--- src/sv/premultiplied_hsl_shift_macros.svh ---
// Assertion macros for the premultiplied HSL shift block.
// Each macro expects clk and arst_n to be visible where it is used.
`ifndef PREMULTIPLIED_HSL_SHIFT_MACROS_SVH
`define PREMULTIPLIED_HSL_SHIFT_MACROS_SVH

// The consequence must hold in the same cycle as the condition.
`define PHS_ASSERT_SAME(label, ante, cons, msg) \
	label: assert property (@(posedge clk) disable iff (!arst_n) (ante) |-> (cons)) \
		else $error(msg);

// The consequence must hold in the cycle after the condition.
`define PHS_ASSERT_NEXT(label, ante, cons, msg) \
	label: assert property (@(posedge clk) disable iff (!arst_n) (ante) |=> (cons)) \
		else $error(msg);

`endif

--- src/sv/phs_pkg.sv ---
// Shared types, widths, codes and helper functions of the premultiplied HSL shift.
// Used by phs_ctrl, phs_chan and premultiplied_hsl_shift; depends on nothing.
`default_nettype none

package phs_pkg;

	// Pipeline depth and the position of each stage in the control vectors.
	localparam int NUM_STAGES = 6;
	localparam int ST_S1 = 0;
	localparam int ST_S2 = 1;
	localparam int ST_S3 = 2;
	localparam int ST_S4 = 3;
	localparam int ST_S5 = 4;
	localparam int ST_S6 = 5;

	// Field and datapath widths.
	localparam int C_W       = 8;   // one colour or alpha channel
	localparam int CFG_W     = 18;  // a shift register
	localparam int CFG_IDX_W = 2;   // configuration register index
	localparam int M_W       = 9;   // max + min of the channels
	localparam int X_W       = 10;  // signed first multiplier operand
	localparam int COEF_W    = 17;  // unsigned first multiplier coefficient
	localparam int SN_W      = 10;  // coarse saturation factor
	localparam int LN_W      = 12;  // coarse lightness factor
	localparam int MS_W      = 19;  // max + min times coarse saturation
	localparam int P_W       = 28;  // first product
	localparam int R_W       = 12;  // result of the single-shift modes
	localparam int T_W       = 21;  // coarse intermediate and its difference
	localparam int TT_W      = 31;  // coarse intermediate scaled by 1024
	localparam int Q_W       = 34;  // second product and final numerator
	localparam int V_W       = 14;  // final value before saturation

	// Bit positions used by the fixed-point scaling.
	localparam int FRAC_MSB  = 14;  // top bit of a shift below one half
	localparam int COARSE_SH = 5;   // Q16 to Q11 (divide by 32)
	localparam int SH_FINE   = 15;  // c * 2x / 65536 == c * x >> 15
	localparam int SH_SAT    = 16;  // saturation-only denominator
	localparam int SH_T      = 9;   // max + min times 512
	localparam int SH_A      = 10;  // scaling by 1024
	localparam int SH_COARSE = 20;  // 1024 * 1024 denominator

	// Q16 thresholds of the shift registers.
	localparam logic signed [CFG_W-1:0] DEC_MAX  = 18'sd32735;
	localparam logic signed [CFG_W-1:0] INC_MIN  = 18'sd32801;
	localparam logic signed [CFG_W-1:0] Q16_HALF = 18'sd32768;
	localparam logic signed [CFG_W-1:0] Q16_ONE  = 18'sd65536;
	localparam logic signed [CFG_W-1:0] CFG_RESET = -18'sd1;

	// Configuration register indexes.
	localparam logic [CFG_IDX_W-1:0] REG_HUE   = 2'd0;
	localparam logic [CFG_IDX_W-1:0] REG_SAT   = 2'd1;
	localparam logic [CFG_IDX_W-1:0] REG_LIGHT = 2'd2;

	// Direction requested by one shift register.
	typedef logic [1:0] shift_t;
	localparam shift_t SHIFT_NONE = 2'd0;
	localparam shift_t SHIFT_DEC  = 2'd1;
	localparam shift_t SHIFT_INC  = 2'd2;

	// Processing mode of one pixel.
	typedef logic [2:0] mode_t;
	localparam mode_t MODE_PASS  = 3'd0;  // copy the channels
	localparam mode_t MODE_LDEC  = 3'd1;  // darken only
	localparam mode_t MODE_LINC  = 3'd2;  // lighten only
	localparam mode_t MODE_SDEC  = 3'd3;  // desaturate only
	localparam mode_t MODE_SLDEC = 3'd4;  // desaturate and darken
	localparam mode_t MODE_SLINC = 3'd5;  // desaturate and lighten

	// Stage enables and valid bits handed from the pipeline control to the datapath.
	typedef struct packed {
		logic [NUM_STAGES-1:0] en;
		logic [NUM_STAGES-1:0] vld;
	} pipe_ctl_t;

	// Classify a shift register value against the band around one half.
	function automatic shift_t classify(input logic signed [CFG_W-1:0] v);
		shift_t res;
		if (v[CFG_W-1]) begin
			res = SHIFT_NONE;
		end else if (v <= DEC_MAX) begin
			res = SHIFT_DEC;
		end else if (v >= INC_MIN) begin
			res = SHIFT_INC;
		end else begin
			res = SHIFT_NONE;
		end
		return res;
	endfunction

	// Clamp a signed value to an 8-bit channel.
	function automatic logic [C_W-1:0] sat8(input logic signed [V_W-1:0] v);
		logic [C_W-1:0] res;
		if (v[V_W-1]) begin
			res = '0;
		end else if (|v[V_W-2:C_W]) begin
			res = '1;
		end else begin
			res = v[C_W-1:0];
		end
		return res;
	endfunction

endpackage

`default_nettype wire

--- src/sv/premultiplied_hsl_shift.sv ---
// Premultiplied HSL shift: one ARGB pixel a transfer on a six-stage pipeline.
// Depends on phs_pkg, phs_ctrl and phs_chan.
//
// Use of the block:
// - Pixels arrive on the s_axis channel and results leave on the m_axis channel.
//   s_axis_tdata holds alpha, red, green, blue from bit 0 up; m_axis_tdata holds
//   the same four channels after the shift, and m_axis_tuser flags a pixel that
//   was copied because a hue shift or a saturation increase is requested.
// - The hue, saturation and lightness shifts are written over cfg_we, cfg_index
//   and cfg_data while no pixel is in flight; an index beyond the three is ignored.
// - A pixel transferred on s_axis moves through the six register stages and is
//   offered on m_axis from the last. One pixel can be transferred every cycle
//   while the output is not stalled, since each stage holds one pixel and loads in
//   any cycle in which its content moves on; the multipliers are spread over stages.
// - While m_axis_tready is low the output holds its result, and upstream stages
//   keep loading until every stage is full; s_axis_tready falls only then.
// - Reset empties the pipeline and sets all three shifts to -1, no shift.
`default_nettype none

module premultiplied_hsl_shift (
	input  wire logic                             clk,
	input  wire logic                             arst_n,
	// Configuration write port.
	input  wire logic                             cfg_we,
	input  wire logic [phs_pkg::CFG_IDX_W-1:0]    cfg_index,
	input  wire logic [phs_pkg::CFG_W-1:0]        cfg_data,
	// Input pixel stream.
	input  wire logic                             s_axis_tvalid,
	output logic                                  s_axis_tready,
	input  wire logic [4*phs_pkg::C_W-1:0]        s_axis_tdata,  // alpha, red, green, blue
	// Output pixel stream.
	output logic                                  m_axis_tvalid,
	input  wire logic                             m_axis_tready,
	output logic [4*phs_pkg::C_W-1:0]             m_axis_tdata,  // alpha, red, green, blue
	output logic [0:0]                            m_axis_tuser   // unsupported
);
	import phs_pkg::*;

	localparam int NCH = 3;

	pipe_ctl_t ctl;

	// Configuration registers.
	logic signed [CFG_W-1:0] hue_q;
	logic signed [CFG_W-1:0] sat_q;
	logic signed [CFG_W-1:0] light_q;

	// Mode decode from the configuration.
	shift_t                  sop;
	shift_t                  lop;
	logic                    hop;
	logic                    unsup_d;
	logic signed [CFG_W-1:0] l_off;
	mode_t                   mode_d;
	logic [COEF_W-1:0]       coef_d;
	logic [LN_W-1:0]         ln_d;

	// Stage 1 registers.
	logic [C_W-1:0]    a_s1;
	logic [C_W-1:0]    c_s1 [NCH];
	mode_t             mode_s1;
	logic [COEF_W-1:0] coef_s1;
	logic [LN_W-1:0]   ln_s1;
	logic              unsup_s1;

	// Stage 2 logic and registers.
	logic [C_W-1:0]        vmax;
	logic [C_W-1:0]        vmin;
	logic [M_W-1:0]        msum;
	logic signed [X_W-1:0] x_d [NCH];
	logic [C_W-1:0]        a_s2;
	logic [C_W-1:0]        c_s2 [NCH];
	logic signed [X_W-1:0] x_s2 [NCH];
	logic [M_W-1:0]        m_s2;
	mode_t                 mode_s2;
	logic [COEF_W-1:0]     coef_s2;
	logic [LN_W-1:0]       ln_s2;
	logic                  unsup_s2;

	// Shared product and the alpha and flag delay line.
	logic [MS_W-1:0] ms_s3;
	logic [C_W-1:0]  a_s3, a_s4, a_s5, a_s6;
	logic            unsup_s3, unsup_s4, unsup_s5, unsup_s6;
	logic [C_W-1:0]  chan_s6 [NCH];

	// Configuration writes; an unknown index changes nothing.
	always_ff @(posedge clk or negedge arst_n) begin
		if (!arst_n) begin
			hue_q   <= CFG_RESET;
			sat_q   <= CFG_RESET;
			light_q <= CFG_RESET;
		end else if (cfg_we) begin
			case (cfg_index)
				REG_HUE:   hue_q   <= cfg_data;
				REG_SAT:   sat_q   <= cfg_data;
				REG_LIGHT: light_q <= cfg_data;
				default:   hue_q   <= hue_q;
			endcase
		end
	end

	// Pipeline control.
	phs_ctrl u_ctrl (
		.clk       (clk),
		.arst_n    (arst_n),
		.in_valid  (s_axis_tvalid),
		.out_ready (m_axis_tready),
		.ctl       (ctl)
	);

	assign s_axis_tready = ctl.en[ST_S1];
	assign m_axis_tvalid = ctl.vld[ST_S6];

	// Pick the mode and its coefficients from the shift registers.
	always_comb begin
		sop     = classify(sat_q);
		lop     = classify(light_q);
		hop     = !hue_q[CFG_W-1] && (hue_q <= Q16_ONE);
		unsup_d = hop || (sop == SHIFT_INC);
		l_off   = light_q - Q16_HALF;
		mode_d  = MODE_PASS;
		if (!unsup_d) begin
			case (sop)
				SHIFT_NONE: begin
					if (lop == SHIFT_DEC) begin
						mode_d = MODE_LDEC;
					end else if (lop == SHIFT_INC) begin
						mode_d = MODE_LINC;
					end
				end
				SHIFT_DEC: begin
					if (lop == SHIFT_DEC) begin
						mode_d = MODE_SLDEC;
					end else if (lop == SHIFT_INC) begin
						mode_d = MODE_SLINC;
					end else begin
						mode_d = MODE_SDEC;
					end
				end
				default: begin
					mode_d = MODE_PASS;
				end
			endcase
		end
		coef_d = '0;
		ln_d   = '0;
		case (mode_d)
			MODE_LDEC: coef_d = COEF_W'(light_q[FRAC_MSB:0]);
			MODE_LINC: coef_d = l_off[COEF_W-1:0];
			MODE_SDEC: coef_d = COEF_W'(sat_q[FRAC_MSB:0]);
			MODE_SLDEC: begin
				coef_d = COEF_W'(sat_q[FRAC_MSB:COARSE_SH]);
				ln_d   = LN_W'(light_q[FRAC_MSB:COARSE_SH]);
			end
			MODE_SLINC: begin
				coef_d = COEF_W'(sat_q[FRAC_MSB:COARSE_SH]);
				ln_d   = l_off[COARSE_SH+LN_W-1:COARSE_SH];
			end
			default: begin
				coef_d = '0;
			end
		endcase
	end

	// Stage 1: capture the pixel with its mode.
	always_ff @(posedge clk) begin
		if (ctl.en[ST_S1]) begin
			a_s1 <= s_axis_tdata[C_W-1:0];
			for (int i = 0; i < NCH; i++) begin
				c_s1[i] <= s_axis_tdata[(i+1)*C_W +: C_W];
			end
			mode_s1  <= mode_d;
			coef_s1  <= coef_d;
			ln_s1    <= ln_d;
			unsup_s1 <= unsup_d;
		end
	end

	// Stage 2: max + min of the channels and the first multiplier operand.
	always_comb begin
		vmax = c_s1[0];
		vmin = c_s1[0];
		for (int i = 1; i < NCH; i++) begin
			if (c_s1[i] > vmax) begin
				vmax = c_s1[i];
			end
			if (c_s1[i] < vmin) begin
				vmin = c_s1[i];
			end
		end
		msum = {1'b0, vmax} + {1'b0, vmin};
		for (int i = 0; i < NCH; i++) begin
			case (mode_s1)
				MODE_LINC: x_d[i] = X_W'({1'b0, a_s1}) - X_W'({1'b0, c_s1[i]});
				MODE_SDEC: x_d[i] = X_W'({c_s1[i], 1'b0}) - X_W'(msum);
				default:   x_d[i] = X_W'(c_s1[i]);
			endcase
		end
	end

	always_ff @(posedge clk) begin
		if (ctl.en[ST_S2]) begin
			a_s2 <= a_s1;
			for (int i = 0; i < NCH; i++) begin
				c_s2[i] <= c_s1[i];
				x_s2[i] <= x_d[i];
			end
			m_s2     <= msum;
			mode_s2  <= mode_s1;
			coef_s2  <= coef_s1;
			ln_s2    <= ln_s1;
			unsup_s2 <= unsup_s1;
		end
	end

	// Stage 3: max + min times the coarse saturation, shared by the channels.
	always_ff @(posedge clk) begin
		if (ctl.en[ST_S3]) begin
			ms_s3    <= MS_W'(m_s2) * MS_W'(coef_s2[SN_W-1:0]);
			a_s3     <= a_s2;
			unsup_s3 <= unsup_s2;
		end
	end

	// Alpha and the flag follow the colour channels to the output.
	always_ff @(posedge clk) begin
		if (ctl.en[ST_S4]) begin
			a_s4     <= a_s3;
			unsup_s4 <= unsup_s3;
		end
		if (ctl.en[ST_S5]) begin
			a_s5     <= a_s4;
			unsup_s5 <= unsup_s4;
		end
		if (ctl.en[ST_S6]) begin
			a_s6     <= a_s5;
			unsup_s6 <= unsup_s5;
		end
	end

	// One datapath per colour channel.
	for (genvar gi = 0; gi < NCH; gi++) begin : g_chan
		phs_chan u_chan (
			.clk     (clk),
			.ctl     (ctl),
			.mode_s2 (mode_s2),
			.x_s2    (x_s2[gi]),
			.c_s2    (c_s2[gi]),
			.a_s2    (a_s2),
			.m_s2    (m_s2),
			.coef_s2 (coef_s2),
			.ln_s2   (ln_s2),
			.ms_s3   (ms_s3),
			.out_s6  (chan_s6[gi])
		);
	end

	assign m_axis_tdata = {chan_s6[2], chan_s6[1], chan_s6[0], a_s6};
	assign m_axis_tuser = unsup_s6;

endmodule

`default_nettype wire

--- src/sv/phs_ctrl.sv ---
// Valid and stall control of the six-stage pixel pipeline.
// Depends on phs_pkg and on the assertion macros in premultiplied_hsl_shift_macros.svh.
`default_nettype none
`include "premultiplied_hsl_shift_macros.svh"

module phs_ctrl (
	input  wire logic              clk,
	input  wire logic              arst_n,
	input  wire logic              in_valid,
	input  wire logic              out_ready,
	output phs_pkg::pipe_ctl_t     ctl
);
	import phs_pkg::*;

	logic [NUM_STAGES-1:0] vld_q;
	logic [NUM_STAGES-1:0] en;
	logic                  in_acc;
	logic                  out_acc;

	// A stage may load when it is empty or when its content moves on, so
	// bubbles are squeezed out while the output is stalled.
	always_comb begin
		en[NUM_STAGES-1] = !vld_q[NUM_STAGES-1] || out_ready;
		for (int k = NUM_STAGES - 2; k >= 0; k--) begin
			en[k] = !vld_q[k] || en[k+1];
		end
	end

	// Valid bits travel with the data.
	always_ff @(posedge clk or negedge arst_n) begin
		if (!arst_n) begin
			vld_q <= '0;
		end else begin
			if (en[0]) begin
				vld_q[0] <= in_valid;
			end
			for (int k = 1; k < NUM_STAGES; k++) begin
				if (en[k]) begin
					vld_q[k] <= vld_q[k-1];
				end
			end
		end
	end

	assign ctl.en  = en;
	assign ctl.vld = vld_q;

	assign in_acc  = in_valid && en[ST_S1];
	assign out_acc = vld_q[ST_S6] && out_ready;

	// Checks on the pipeline bookkeeping.
	`PHS_ASSERT_SAME(a_ready_when_tail_empty, !vld_q[ST_S6], en[ST_S1],
		"input not ready although the output stage is empty")
	`PHS_ASSERT_NEXT(a_accept_lands_in_s1, in_acc, vld_q[ST_S1],
		"accepted transfer did not reach the first stage")
	`PHS_ASSERT_NEXT(a_count_up, in_acc && !out_acc,
		$countones(vld_q) == $past($countones(vld_q)) + 1,
		"item count did not grow on an input-only transfer")
	`PHS_ASSERT_NEXT(a_count_down, !in_acc && out_acc,
		$countones(vld_q) == $past($countones(vld_q)) - 1,
		"item count did not shrink on an output-only transfer")

endmodule

`default_nettype wire

--- src/sv/phs_chan.sv ---
// Datapath of one colour channel, stages three to six of the pixel pipeline.
// Depends on phs_pkg; its operands come from the first two stages in the top level.
`default_nettype none

module phs_chan (
	input  wire logic                           clk,
	input  wire phs_pkg::pipe_ctl_t             ctl,
	input  wire phs_pkg::mode_t                 mode_s2,
	input  wire logic signed [phs_pkg::X_W-1:0] x_s2,
	input  wire logic [phs_pkg::C_W-1:0]        c_s2,
	input  wire logic [phs_pkg::C_W-1:0]        a_s2,
	input  wire logic [phs_pkg::M_W-1:0]        m_s2,
	input  wire logic [phs_pkg::COEF_W-1:0]     coef_s2,
	input  wire logic [phs_pkg::LN_W-1:0]       ln_s2,
	input  wire logic [phs_pkg::MS_W-1:0]       ms_s3,
	output logic [phs_pkg::C_W-1:0]             out_s6
);
	import phs_pkg::*;

	// Stage 3 registers.
	mode_t                 mode_s3;
	logic signed [P_W-1:0] p_s3;
	logic [C_W-1:0]        c_s3;
	logic [C_W-1:0]        a_s3;
	logic [M_W-1:0]        m_s3;
	logic [LN_W-1:0]       ln_s3;

	// Stage 4 registers.
	mode_t                 mode_s4;
	logic signed [R_W-1:0] r_s4;
	logic signed [T_W-1:0] w_s4;
	logic [TT_W-1:0]       tt_s4;
	logic [LN_W-1:0]       ln_s4;

	// Stage 5 registers.
	mode_t                 mode_s5;
	logic signed [R_W-1:0] r_s5;
	logic signed [Q_W-1:0] q_s5;
	logic [TT_W-1:0]       tt_s5;

	// Stage 4 logic.
	logic signed [P_W-1:0] p_rnd;
	logic signed [P_W-1:0] sd_num;
	logic signed [T_W-1:0] t_val;
	logic signed [R_W-1:0] r_d;
	logic signed [T_W-1:0] w_d;
	logic [TT_W-1:0]       tt_d;

	// Stage 6 logic.
	logic signed [Q_W-1:0] num;
	logic signed [Q_W-1:0] num_rnd;
	logic signed [V_W-1:0] v_d;

	// First product: the channel, its distance to alpha or twice its distance to the
	// midpoint of max and min, times the coefficient chosen for the mode.
	always_ff @(posedge clk) begin
		if (ctl.en[ST_S3]) begin
			mode_s3 <= mode_s2;
			p_s3    <= P_W'(x_s2) * P_W'($signed({1'b0, coef_s2}));
			c_s3    <= c_s2;
			a_s3    <= a_s2;
			m_s3    <= m_s2;
			ln_s3   <= ln_s2;
		end
	end

	// Finish the single-shift modes and form the coarse intermediate otherwise.
	always_comb begin
		p_rnd  = p_s3 + (p_s3[P_W-1] ? P_W'((1 << SH_FINE) - 1) : P_W'(0));
		sd_num = P_W'({m_s3, {SH_FINE{1'b0}}}) + p_s3;
		t_val  = T_W'({m_s3, {SH_T{1'b0}}}) + T_W'(p_s3) - T_W'(ms_s3 >> 1);
		r_d    = R_W'(c_s3);
		w_d    = t_val;
		tt_d   = '0;
		case (mode_s3)
			MODE_LDEC: begin
				r_d = p_s3[SH_FINE+R_W-1:SH_FINE];
			end
			MODE_LINC: begin
				r_d = R_W'(c_s3) + p_rnd[SH_FINE+R_W-1:SH_FINE];
			end
			MODE_SDEC: begin
				r_d = sd_num[SH_SAT+R_W-1:SH_SAT];
			end
			MODE_SLINC: begin
				w_d  = T_W'({a_s3, {SH_A{1'b0}}}) - t_val;
				tt_d = {t_val, {SH_A{1'b0}}};
			end
			default: begin
				r_d = R_W'(c_s3);
			end
		endcase
	end

	always_ff @(posedge clk) begin
		if (ctl.en[ST_S4]) begin
			mode_s4 <= mode_s3;
			r_s4    <= r_d;
			w_s4    <= w_d;
			tt_s4   <= tt_d;
			ln_s4   <= ln_s3;
		end
	end

	// Second product, used only when both shifts are active.
	always_ff @(posedge clk) begin
		if (ctl.en[ST_S5]) begin
			mode_s5 <= mode_s4;
			r_s5    <= r_s4;
			q_s5    <= Q_W'(w_s4) * Q_W'($signed({1'b0, ln_s4}));
			tt_s5   <= tt_s4;
		end
	end

	// In the two-shift modes divide by 1024 * 1024 toward zero; then clamp to a channel.
	always_comb begin
		num     = q_s5 + Q_W'(tt_s5);
		num_rnd = num + (num[Q_W-1] ? Q_W'((1 << SH_COARSE) - 1) : Q_W'(0));
		case (mode_s5)
			MODE_SLDEC, MODE_SLINC: begin
				v_d = num_rnd[SH_COARSE+V_W-1:SH_COARSE];
			end
			default: begin
				v_d = {{(V_W-R_W){r_s5[R_W-1]}}, r_s5};
			end
		endcase
	end

	always_ff @(posedge clk) begin
		if (ctl.en[ST_S6]) begin
			out_s6 <= sat8(v_d);
		end
	end

endmodule

`default_nettype wire

--- config.mk ---
export PLATFORM = sky130hd
export DESIGN_NAME = premultiplied_hsl_shift
export DESIGN_NICKNAME = d
export VERILOG_FILES = /design/src/sv/phs_pkg.sv /design/src/sv/premultiplied_hsl_shift.sv /design/src/sv/phs_ctrl.sv /design/src/sv/phs_chan.sv
export VERILOG_INCLUDE_DIRS = /design/src /design/src/sv
export SDC_FILE = /design/constraint.sdc
export NUM_CORES = 2
export LEC_CHECK = 0
export ABC_CLOCK_PERIOD_IN_PS = 25500
export CAP_MARGIN = 20
export CORE_MARGIN = 2
export CORE_UTILIZATION = 60
export CTS_BUF_LIST = sky130_fd_sc_hd__clkbuf_2
export DETAILED_ROUTE_END_ITERATION = 12
export DONT_BUFFER_PORTS = 1
export GPL_ROUTABILITY_DRIVEN = 0
export PLACE_DENSITY = 0.85
export SLEW_MARGIN = 30
export SYNTH_ARGS = -nofsm -noshare
export SYNTH_HDL_FRONTEND = slang
export SYNTH_SLANG_ARGS = --single-unit
--- constraint.sdc ---
create_clock -name clk -period 25.5 [get_ports clk]
set_input_delay 3.825 -clock clk [delete_from_list [all_inputs] [get_ports clk]]
set_output_delay 3.825 -clock clk [all_outputs]
set_load 0.01 [all_outputs]
======== Word level (Yosys, flattened, before mapping) ========
Memories as Yosys holds them, arrays and structs flattened. A register that Yosys moved wholly into a read port is not among the register bits.
Cells that the tools add are included.
word-level totals
  bits in registers ....................... 779
  output and inout port bits .............. 35
  bits in latches ......................... 0
  ROM bits ................................ 0
  logic and storage cells ................. 200
  RAM bits ................................ 78
  memories kept ........................... 3
memory list
  name  depth  bits a word  rd ports  clocked after memory_dff  wr ports  line                           source
  x_s2  3      10           3         0                         3         premultiplied_hsl_shift.sv:73  logic signed [X_W-1:0] x_s2 [NCH];
  c_s1  3      8            3         0                         3         premultiplied_hsl_shift.sv:60  logic [C_W-1:0] c_s1 [NCH];
  c_s2  3      8            3         3                         3         premultiplied_hsl_shift.sv:72  logic [C_W-1:0] c_s2 [NCH];
operators by class
  bitwise gates (word level) .............. 0
  shift-type cells ........................ 0
  $lt $le $gt $ge ......................... 9
  multiply operators ...................... 7
  divide/modulo/power cells ............... 0
  multiplexer cells ....................... 43
  reductions and logical operators ........ 25
  equality and inequality tests ........... 19
  $add $sub $neg .......................... 32
operator list
  kind                                                                                    count
  12-bit case mux with 3 select lines                                                     3
  34-bit by 31-bit adder with 34-bit output                                               3
  34-bit adder                                                                            3
  21-bit by 13-bit multiplier with 34-bit output                                          3
  24-bit by 28-bit adder with 28-bit output                                               3
  10-bit by 18-bit multiplier with 28-bit output                                          3
  27-bit adder                                                                            3
  17-bit case mux with 4 select lines                                                     1
  18-bit by 21-bit adder with 21-bit output                                               3
  21-bit two-way mux                                                                      3
  18-bit by 21-bit subtractor with 21-bit output                                          3
  21-bit by 18-bit subtractor with 21-bit output                                          3
  20-bit two-way mux                                                                      3
  10-bit case mux with 2 select lines                                                     3
  8-bit two-way mux                                                                       7
  15-bit two-way mux                                                                      3
  14-bit two-way mux                                                                      3
  8-bit by 12-bit adder with 12-bit output                                                3
  18-bit by 17-bit greater-or-equal comparator with 1-bit output (second input constant)  2
  18-bit by 16-bit less-or-equal comparator with 1-bit output (second input constant)     2
  9-bit by 9-bit subtractor with 10-bit output                                            3
  8-bit by 8-bit subtractor with 9-bit output                                             3
  12-bit case mux with 2 select lines                                                     1
  9-bit by 10-bit multiplier with 19-bit output                                           1
  other kinds (21)                                                                        67

======== Longest topological paths before layout ========
  depth after elaboration ................. 12
  depth in mapped cells ................... 38

======== By module ========
From an unflattened synthesis, not the netlist that was laid out.
second synthesis, totals
  cell total of the unflattened synthesis .. 9,512
  area, all modules ....................... 96,428.7 um2
by module, submodules not included
  module                        area an instance (um2)  times used  cells each
  phs_chan at g_chan[1].u_chan  26,815.7                1           2,750
  phs_chan at g_chan[0].u_chan  26,765.7                1           2,735
  phs_chan at g_chan[2].u_chan  26,748.2                1           2,724
  premultiplied_hsl_shift       15,850.2                1           1,283
  phs_ctrl                      249.0                   1           20

======== Worst setup path before layout ========
Ideal clock, no wire load.
  kind .................................... input-to-output
  from .................................... input port m_axis_tready
  to ...................................... output port s_axis_tready
  stages .................................. 4
  path buffers ............................ 0
  arrival ................................. 11.353 ns
  setup slack ............................. 10.322 ns
  path through ............................ nor2b_1 -> nand3_1 -> nor2_1 -> nand3_1
RTL lines
  element      line                           source
  from (decl)  premultiplied_hsl_shift.sv:33  input wire logic m_axis_tready,
  to (decl)    premultiplied_hsl_shift.sv:29  output logic s_axis_tready,

==> reports/metrics.cfg <==
[logic_synthesis]
synth.top_cell.area_share=0.251
ys.flop_type=edfxtp_1
synthArstFlopShare=0.0733
syn_nets=11100
synth_top_area_cell=fa_1
avgSynthCellArea_um2=10.1
ys_types=98
synth.yosys.seq_area_share=0.267
synth_area_leaders=fa_1 (25%), edfxtp_1 (25%), ha_1 (12%), inv_1 (5.9%), and2_1 (4.6%)
synth_common_cells=inv_1 (1442), fa_1 (1144), nand2_1 (920), ha_1 (905), edfxtp_1 (758)
syn_inst=9021
ys_ff_latch=818
synth_edf_count=758
syn_area_um2=91300
ys_warn_count=0
synth.most_common_cell=inv_1

[cells_and_area]
area.growth.synth_to_final_pct=4.44
finalNetCount=11100
drive_above_1_share=0.0648
num-fill-cells=11300
postLayoutCoreUtil=0.629

[placed_design]
portBuffers=0
dp_hpwl_mm=173

[sta]
min_period_over_period=0.410
maxSlewHeadroom=0.219
setup_viol=0
rsz0062_at_grt=no
timing.final.hold_violations=0
fin_setup_tns_ns=0
fmaxAchievable_mhz=95.7
fin_skew_ns=0.203
tightest_slew_ns=1.17
min_period_ns=10.45
slew_violations=0

[routing]
via_per_inst=5.93
wl_per_cell_um=20.2
drtAntennaViolNets=0
routed_wl_mm=226
route.detailed.drc=0
drt_pass1_iterations=7
dr.first_iter.drc_count=5659
vias=66200

[critical_path]
r2r-start=c_s1[0][5]$_DFFE_PP_
worstSetupEndpointType=primary output
worst-path-buf-inv=1
crit_top_cell=nand3_4
worstPathArrival_ns=6.63
start_kind=input port
r2r-end=x_s2[0][29]$_DFFE_PP_
path_delay_family=simple AND/OR/NAND/NOR gates
crit_slowest_cell=nor2_1
timing.reg2reg.setup_slack_ns=17.03
critPathKind=in -> out
crit_chain=nor2b_1, nand3_4, nor2_1, nand3_4, buf_4
max_stage_delay_ns=0.90
path_max_fanout=67
ff2ff_path_depth=30
crit_required_ns=21.67

[global_route]
antenna_found_initial=13
grt_pass1_vias=70400
track_usage=0.296
grt_first_pass_wirelength_mm=364
grt_max_degree=143
grt_overflow=0

[flow_run]
drv_cap=0

[clock_tree]
cts_max_path_buffers=3
path_clk_slew_ns=0.11
htreeDepth=4
hold_buffers=0
cts_root_buffer=clkbuf_2
clk_latency_ns=1.79
cts_buffers=206
post_cts_resized=0
cts_tree=done
post-cts-setup-buffers=0
cts_sinks=818

[floorplanning]
io_pins=92
core_um2=152000
rows=143
die_y_um=394
start_util=0.602
die_area_um2=155000
die_x_um=394

[hold_path]
min_path_type=reg -> reg
min-delay-start=a_s4[5]$_DFFE_PP_
whs_path_depth=0
holdPathEnd=a_s5[5]$_DFFE_PP_

[run_status]
status=finished, final reports clean

## stage by stage
step,setup WS [ns],instance area [um2],hold slack [ns],instances
final,15.05,95300,0.335,11200
after global placement,15.39,93000,0.400,10800
after floorplan,10.32,91300,0.400,9021
after CTS,15.24,95200,0.336,11100
after global routing,14.93,95300,0.343,11200
after detailed placement,15.27,93000,0.405,10800
## final cells by class
class | instances | area (um2) | share of cell area
multi-input cells | 6423 | 60400 | 0.633
clock inverters | 94 | 741 | 0.00777
inverters | 1444 | 5430 | 0.0569
diodes | 14 | 35.0 | 0.000368
well taps | 2030 | 2540 | 0.0266
flip-flops and latches | 818 | 24300 | 0.255
clock buffers | 283 | 1420 | 0.0149
repair buffers | 57 | 463 | 0.00486
## how the worst max path moves through the flow
stage | start | to | slack, ns | cells after the start
5_1_grt | m_axis_tready | s_axis_tready | 14.93 | 5
3_3_place_gp | m_axis_tready | s_axis_tready | 15.39 | 5
4_1_cts | m_axis_tready | s_axis_tready | 15.24 | 5
2_1_floorplan | m_axis_tready | s_axis_tready | 10.32 | 4
3_5_place_dp | m_axis_tready | s_axis_tready | 15.27 | 5
6_report | m_axis_tready | s_axis_tready | 15.05 | 5
## routing by layer
metal | vias to the layer above | GRT usage | routed length (um)
met2 | 3270 | 0.474 | 104000
met1 | 32600 | 0.360 | 83400
li1 | 29500 | - | -
met4 | 10 | 0.198 | 16900
met5 | - | 0 | 74
met3 | 815 | 0.0646 | 20800
## sequential cells by signal, indices dropped and copies added, names as in the netlist, 24 cells and up
signal and cells:
g_chan.u_chan.tt_s4 63, c_s1 24, g_chan.u_chan.p_s3 84, g_chan.u_chan.out_s6 24
g_chan.u_chan.r_s5 36, g_chan.u_chan.q_s5 102, g_chan.u_chan.tt_s5 63, x_s2 30
g_chan.u_chan.r_s4 36, g_chan.u_chan.c_s3 24, g_chan.u_chan.w_s4 63, c_s2 24
## cells in the final DEF (no fill, tap or decap), drive strengths merged, types with 146 or more instances in the layout
master / instances
nand2: 920
ha: 905
fa: 1144
xnor2: 350
nor2: 371
and2: 674
a21o: 146
o21ai: 241
inv: 1456
clkbuf: 283
edfxtp: 758
a21oi: 383
## cells by family (layout without fill, tap and decap cells)
group	Yosys count	count (layout)	synth area share
and+or+nand+nor	2532	2532	0.137
adders and majority gates	2063	2063	0.377
buffers and inverters	1780	1878	0.0732
AOI/OAI and AO/OA	1263	1263	0.0905
DFF	818	818	0.267
xor gates and xnor gates	478	478	0.0459
muxes	87	87	0.0103
other	0	14	0
Power is not shown: default switching activity piles up to over one toggle a cycle in this logic, so the estimate is an artifact.
